File: src/rtl/mtacc_pkg.sv
// Types, codes and constants of the mesh tangent accumulator.
`timescale 1ns / 1ps
package mtacc_pkg;

  localparam int unsigned IDX_W   = 10;
  localparam int unsigned COORD_W = 16;
  localparam int unsigned TAN_W   = 16;
  // Wide enough for a raw tangent (35 bits signed) and any sum (up to 32 bits).
  localparam int unsigned VEC_W   = 36;

  typedef enum logic [1:0] {
    OP_LOAD = 2'd0,
    OP_TRI  = 2'd1,
    OP_READ = 2'd2
  } op_e;

  // Address source for the vertex and sum memories.
  typedef enum logic [1:0] {
    SEL_A   = 2'd0,
    SEL_B   = 2'd1,
    SEL_C   = 2'd2,
    SEL_IDX = 2'd3
  } sel_e;

  typedef struct packed {
    logic [1:0]                operation;
    logic [IDX_W-1:0]          vertex_index;
    logic signed [COORD_W-1:0] pos_x;
    logic signed [COORD_W-1:0] pos_y;
    logic signed [COORD_W-1:0] pos_z;
    logic signed [COORD_W-1:0] tex_u;
    logic signed [COORD_W-1:0] tex_v;
    logic [IDX_W-1:0]          corner_a;
    logic [IDX_W-1:0]          corner_b;
    logic [IDX_W-1:0]          corner_c;
  } in_beat_t;

  typedef struct packed {
    logic [IDX_W-1:0]        read_index;
    logic signed [TAN_W-1:0] tangent_x;
    logic signed [TAN_W-1:0] tangent_y;
    logic signed [TAN_W-1:0] tangent_z;
    logic                    zero_length;
  } out_beat_t;

  typedef struct packed {
    logic signed [COORD_W-1:0] px;
    logic signed [COORD_W-1:0] py;
    logic signed [COORD_W-1:0] pz;
    logic signed [COORD_W-1:0] u;
    logic signed [COORD_W-1:0] v;
  } vtx_t;

  typedef struct packed {
    logic capture;
    logic vtx_load;
    logic vrd;
    sel_e vrd_sel;
    logic vcap;
    sel_e vcap_sel;
    logic mul_start;
    logic norm_start;
    logic norm_src_sum;
    logic sum_rd;
    logic sum_wr;
    sel_e sum_sel;
    logic out_load;
  } cmd_t;

  typedef struct packed {
    op_e  op;
    logic idx_ok;
    logic corners_ok;
    logic mul_done;
    logic det_zero;
    logic norm_done;
    logic norm_zero;
    logic out_free;
  } status_t;

endpackage

File: src/rtl/mtacc_ctrl.sv
// Controller state machine: sequences loads, triangles and reads.
`timescale 1ns / 1ps
module mtacc_ctrl (
  input  logic                clk_i,
  input  logic                rst_ni,
  input  logic                in_valid_i,
  output logic                in_stall_o,
  input  mtacc_pkg::status_t  sts_i,
  output mtacc_pkg::cmd_t     cmd_o
);
  import mtacc_pkg::*;

  typedef enum logic [13:0] {
    S_IDLE   = 14'b00000000000001,
    S_DECODE = 14'b00000000000010,
    S_VA     = 14'b00000000000100,
    S_VB     = 14'b00000000001000,
    S_VC     = 14'b00000000010000,
    S_VL     = 14'b00000000100000,
    S_MUL    = 14'b00000001000000,
    S_NORM   = 14'b00000010000000,
    S_SRD    = 14'b00000100000000,
    S_SWR    = 14'b00001000000000,
    S_RRD    = 14'b00010000000000,
    S_RNRM   = 14'b00100000000000,
    S_RWAIT  = 14'b01000000000000,
    S_ROUT   = 14'b10000000000000
  } state_e;

  state_e state_q, state_d;
  sel_e   corner_q, corner_d;

  always_comb begin
    state_d  = state_q;
    corner_d = corner_q;
    cmd_o    = '0;
    cmd_o.vrd_sel  = SEL_A;
    cmd_o.vcap_sel = SEL_A;
    cmd_o.sum_sel  = corner_q;
    unique case (state_q)
      S_IDLE: begin
        if (in_valid_i) begin
          cmd_o.capture = 1'b1;
          state_d = S_DECODE;
        end
      end
      S_DECODE: begin
        unique case (sts_i.op)
          OP_LOAD: begin
            cmd_o.vtx_load = sts_i.idx_ok;
            state_d = S_IDLE;
          end
          OP_TRI:  state_d = sts_i.corners_ok ? S_VA : S_IDLE;
          OP_READ: state_d = sts_i.idx_ok ? S_RRD : S_ROUT;
          default: state_d = S_IDLE;
        endcase
      end
      // fetch three corners, one read a cycle
      S_VA: begin
        cmd_o.vrd = 1'b1;
        state_d = S_VB;
      end
      S_VB: begin
        cmd_o.vrd = 1'b1;
        cmd_o.vrd_sel = SEL_B;
        cmd_o.vcap = 1'b1;
        state_d = S_VC;
      end
      S_VC: begin
        cmd_o.vrd = 1'b1;
        cmd_o.vrd_sel = SEL_C;
        cmd_o.vcap = 1'b1;
        cmd_o.vcap_sel = SEL_B;
        state_d = S_VL;
      end
      S_VL: begin
        cmd_o.vcap = 1'b1;
        cmd_o.vcap_sel = SEL_C;
        cmd_o.mul_start = 1'b1;
        state_d = S_MUL;
      end
      S_MUL: begin
        if (sts_i.mul_done) begin
          if (sts_i.det_zero) state_d = S_IDLE;
          else begin
            cmd_o.norm_start = 1'b1;
            state_d = S_NORM;
          end
        end
      end
      S_NORM: begin
        if (sts_i.norm_done) begin
          corner_d = SEL_A;
          state_d = sts_i.norm_zero ? S_IDLE : S_SRD;
        end
      end
      // read-modify-write each corner sum in turn
      S_SRD: begin
        cmd_o.sum_rd = 1'b1;
        state_d = S_SWR;
      end
      S_SWR: begin
        cmd_o.sum_wr = 1'b1;
        if (corner_q == SEL_C) state_d = S_IDLE;
        else begin
          corner_d = (corner_q == SEL_A) ? SEL_B : SEL_C;
          state_d = S_SRD;
        end
      end
      S_RRD: begin
        cmd_o.sum_rd = 1'b1;
        cmd_o.sum_sel = SEL_IDX;
        state_d = S_RNRM;
      end
      S_RNRM: begin
        cmd_o.sum_sel = SEL_IDX;
        cmd_o.norm_start = 1'b1;
        cmd_o.norm_src_sum = 1'b1;
        state_d = S_RWAIT;
      end
      S_RWAIT: if (sts_i.norm_done) state_d = S_ROUT;
      // wait for room in the output register
      S_ROUT: begin
        if (sts_i.out_free) begin
          cmd_o.out_load = 1'b1;
          state_d = S_IDLE;
        end
      end
      default: state_d = S_IDLE;
    endcase
  end

  always_ff @(posedge clk_i or negedge rst_ni) begin
    if (!rst_ni) begin
      state_q  <= S_IDLE;
      corner_q <= SEL_A;
    end else begin
      state_q  <= state_d;
      corner_q <= corner_d;
    end
  end

  assign in_stall_o = (state_q != S_IDLE);

endmodule

File: config.mk
export PLATFORM = sky130hd
export DESIGN_NAME = mtacc_ctrl
export DESIGN_NICKNAME = d
export VERILOG_FILES = /design/src/rtl/mtacc_pkg.sv /design/src/rtl/mtacc_ctrl.sv
export SDC_FILE = /design/constraint.sdc
export NUM_CORES = 1
export LEC_CHECK = 0
export BUFFER_PORTS_ARGS = -buffer_cell sky130_fd_sc_hd__buf_2
export CAP_MARGIN = 10
export CORE_ASPECT_RATIO = 0.8
export CORE_UTILIZATION = 30
export CTS_CLUSTER_SIZE = 16
export DETAILED_ROUTE_END_ITERATION = 7
export HOLD_SLACK_MARGIN = 0.12
export PLACE_DENSITY = 0.48
export SLEW_MARGIN = 20
export SYNTH_ARGS = -nofsm -noshare
export SYNTH_HDL_FRONTEND = slang
export SYNTH_SLANG_ARGS = --single-unit
File: constraint.sdc
create_clock -name clk_i -period 6.2 [get_ports clk_i]
set_input_delay 0.62 -clock clk_i [delete_from_list [all_inputs] [get_ports clk_i]]
set_output_delay 0.62 -clock clk_i [all_outputs]
set_load 0.01 [all_outputs]
==> metrics.txt <==
status=finished, final reports clean; Area Overhead vs Synth=16.4%; worst slew pin tran=806 ps; CP bufs+invs=1; crit end category=output pin; Max Clock Skew=9.76 ps; crit path launch type=register; Mapped Nets=156; post-DR wirelength/cell=14.8 µm; critical path arrival=2560 ps; non-filler cells, final=217; PnR worst setup slack=3020 ps; TritonCTS Buffers=3; HPWL Detailed=2520 µm; vias in the first global route=1037; Seq cells post-synth=16; Lkg Pwr=0.000725 µW; r2r setup slk=3810 ps; Rel. slew slack=45.7%; pwr dens=250 mW/mm²; Skew-Pair Late Insertion Delay=260 ps; main flop type after synthesis=dfrtp_1; crit-path leading delay family=simple AND/OR/NAND/NOR gates; CTS Buffer Depth=2; synth top area cells=dfrtp_1 31%, nor4_1 7.1%, nand2b_1 4.1%; Clock transition at path regs=80 ps; slowest cell on the critical path=nor4_1; Rows=20; final WL=3220 µm; Cell Area, Synth=0.00123 mm²; Routed Antenna Nets=0; layout cells sized above 1=25.9%; CP max stage delay=710 ps; gr usage total=15.9%; Max Cap Viol=0; IO buf count=28; global-route congestion overflow total=0; layout filler cell count=413; critical path peak fanout=10; die height=59.2 µm; initial core utilization=31.9%; DR iter-0 viols=105; fin util=37.1%; RD Place Congestion=0.853; Synth warnings=0; Ports=29; initial antenna violation count=0; RSZ-0062 raised after global routing=false; clock root buffer=clkbuf_8; DIE AREA=0.00436 mm²; post-CTS sizing=0; DR vias=1167; Core Area=0.00385 mm²; worst path required time=5580 ps; VDD IR max=0.100 mV; final setup vio count=0; Yosys top cell area share=30.5%; min Tclk post-route=3180 ps; DRC Markers=0; first-pass GRT wire length=5140 µm; Cell variety after synth=45; final clock period utilization by the worst path=51.3%; H-tree depth=1; Post-synth EDFFs=0; CTS tree=done; setup_tns=0 ps; Final #Nets=178; Hold WC Path Type=primary input to asynchronous set/reset pin; ordered cell list for the critical path=nor4_1 -> and4_1 -> nand2_1 -> nor3b_1 -> nand2b_1 -> buf_2; pre-CTS setup slack=3340 ps; Max Freq=315 MHz; placed insts=213; Async S/R FF share, synth=100%; max-slew violations=0; Synth Instances=141; synthesized area per cell=8.71 µm²; n_diodes=0; Total Power=358 µW; postcts setup bufs=0; vias per inst=5.38; Hold-fix buffers, CTS=0; clk sinks=16; maximum number of pins on one net before global-route repair=17; sequential fraction of the synthesis area=32.7%; DR pass1 iterations=4; die width=73.6 µm; final hold vios=0; Crit Path Class=register to output pin; dominant cell type by area after synthesis=dfrtp_1
-- synth_stat cells (3+ instances only) --
library cell,number
clkbuf_1,6
inv_1,9
o21ai_0,4
nand2_1,5
nand3_1,3
or4_4,4
nand2b_1,8
ha_1,3
dfrtp_1,15
or3_1,3
nor2_1,10
nor4b_1,5
xor2_1,3
nor4_1,14
and3_1,4
nand4_1,5
-- power breakdown --
part / internal (µW) / switching [µW] / leakage, µW
clock: 56.5 / 41.3 / 0.0000288
sequential: 114 / 11.7 / 0.000219
combinational: 57.4 / 77.0 / 0.000477
-- flip-flops by register name (all words and copies together), names as in the netlist --
| signal | count |
|---|---|
| state_q | 14 |
| corner_q | 2 |
-- cells by family (layout without fill, tap and decap cells) --
| group | Yosys count | in the layout | share of synthesized area, % |
|---|---|---|---|
| muxes | 1 | 1 | 0.815 |
| xor gates and xnor gates | 4 | 4 | 2.85 |
| and+or+nand+nor | 80 | 80 | 42.5 |
| buffers and inverters | 20 | 41 | 7.84 |
| AOI/OAI and AO/OA | 17 | 17 | 10.3 |
| DFF | 16 | 16 | 32.7 |
| adders and majority gates | 3 | 3 | 3.06 |
-- worst register-to-register path: cells and delay by family, from the launching register on --
family | cells | cell delay, ps
flip-flops | 1 | 500
AO/OA/AOI/OAI | 2 | 440
AND/OR/NAND/NOR | 3 | 1360
-- cell type report --
class | count | area, µm² | area share, %
Multi-Input combinational cell | 105 | 731 | 51.1
Sequential cell | 16 | 402 | 28.1
Clock buffer | 4 | 55.1 | 3.85
Inverter | 9 | 33.8 | 2.36
Tap cell | 55 | 68.8 | 4.81
Timing Repair Buffer | 28 | 140 | 9.80
-- routing by layer --
layer / GRT usage, % / part of all wire [%]
met4: 4.40 / 1.2
met2: 22.9 / 41
met5: 0 / 0
met1: 22.9 / 51
met3: 4.93 / 7.0
-- stage by stage --
stage	hold WS [ps]	cell area [µm²]
4_1_cts	287	1430
6_report	270	1430
5_1_grt	304	1430
3_3_place_gp	524	1380
3_5_place_dp	538	1380
2_1_floorplan	324	1230
-- path summary, 6_finish.rpt --
check,from,to,cells after the start
min in group clk_i,corner_q[1]$_DFFE_PN0P_,corner_q[1]$_DFFE_PN0P_,1
max reg2reg,state_q[7]$_DFFE_PN0P_,state_q[0]$_DFFE_PN1P_,5
max in group asynchronous,rst_ni,state_q[0]$_DFFE_PN1P_,1
min,rst_ni,state_q[6]$_DFFE_PN0P_,1
min reg2reg,corner_q[1]$_DFFE_PN0P_,corner_q[1]$_DFFE_PN0P_,1
max,state_q[2]$_DFFE_PN0P_,cmd_o[6],6
-- cells in the final DEF (no fill, tap or decap), types with 4 or more instances in the layout --
master	n
clkbuf_8	4
inv_1	9
nand2_1	5
o21ai_0	4
buf_2	28
nand2b_1	8
nand4_1	5
and3_1	4
dfrtp_1	15
nor2_1	10
nor4_1	14
nor4b_1	5
or4_4	4
Note: power is estimated with default switching activity, not from simulation.
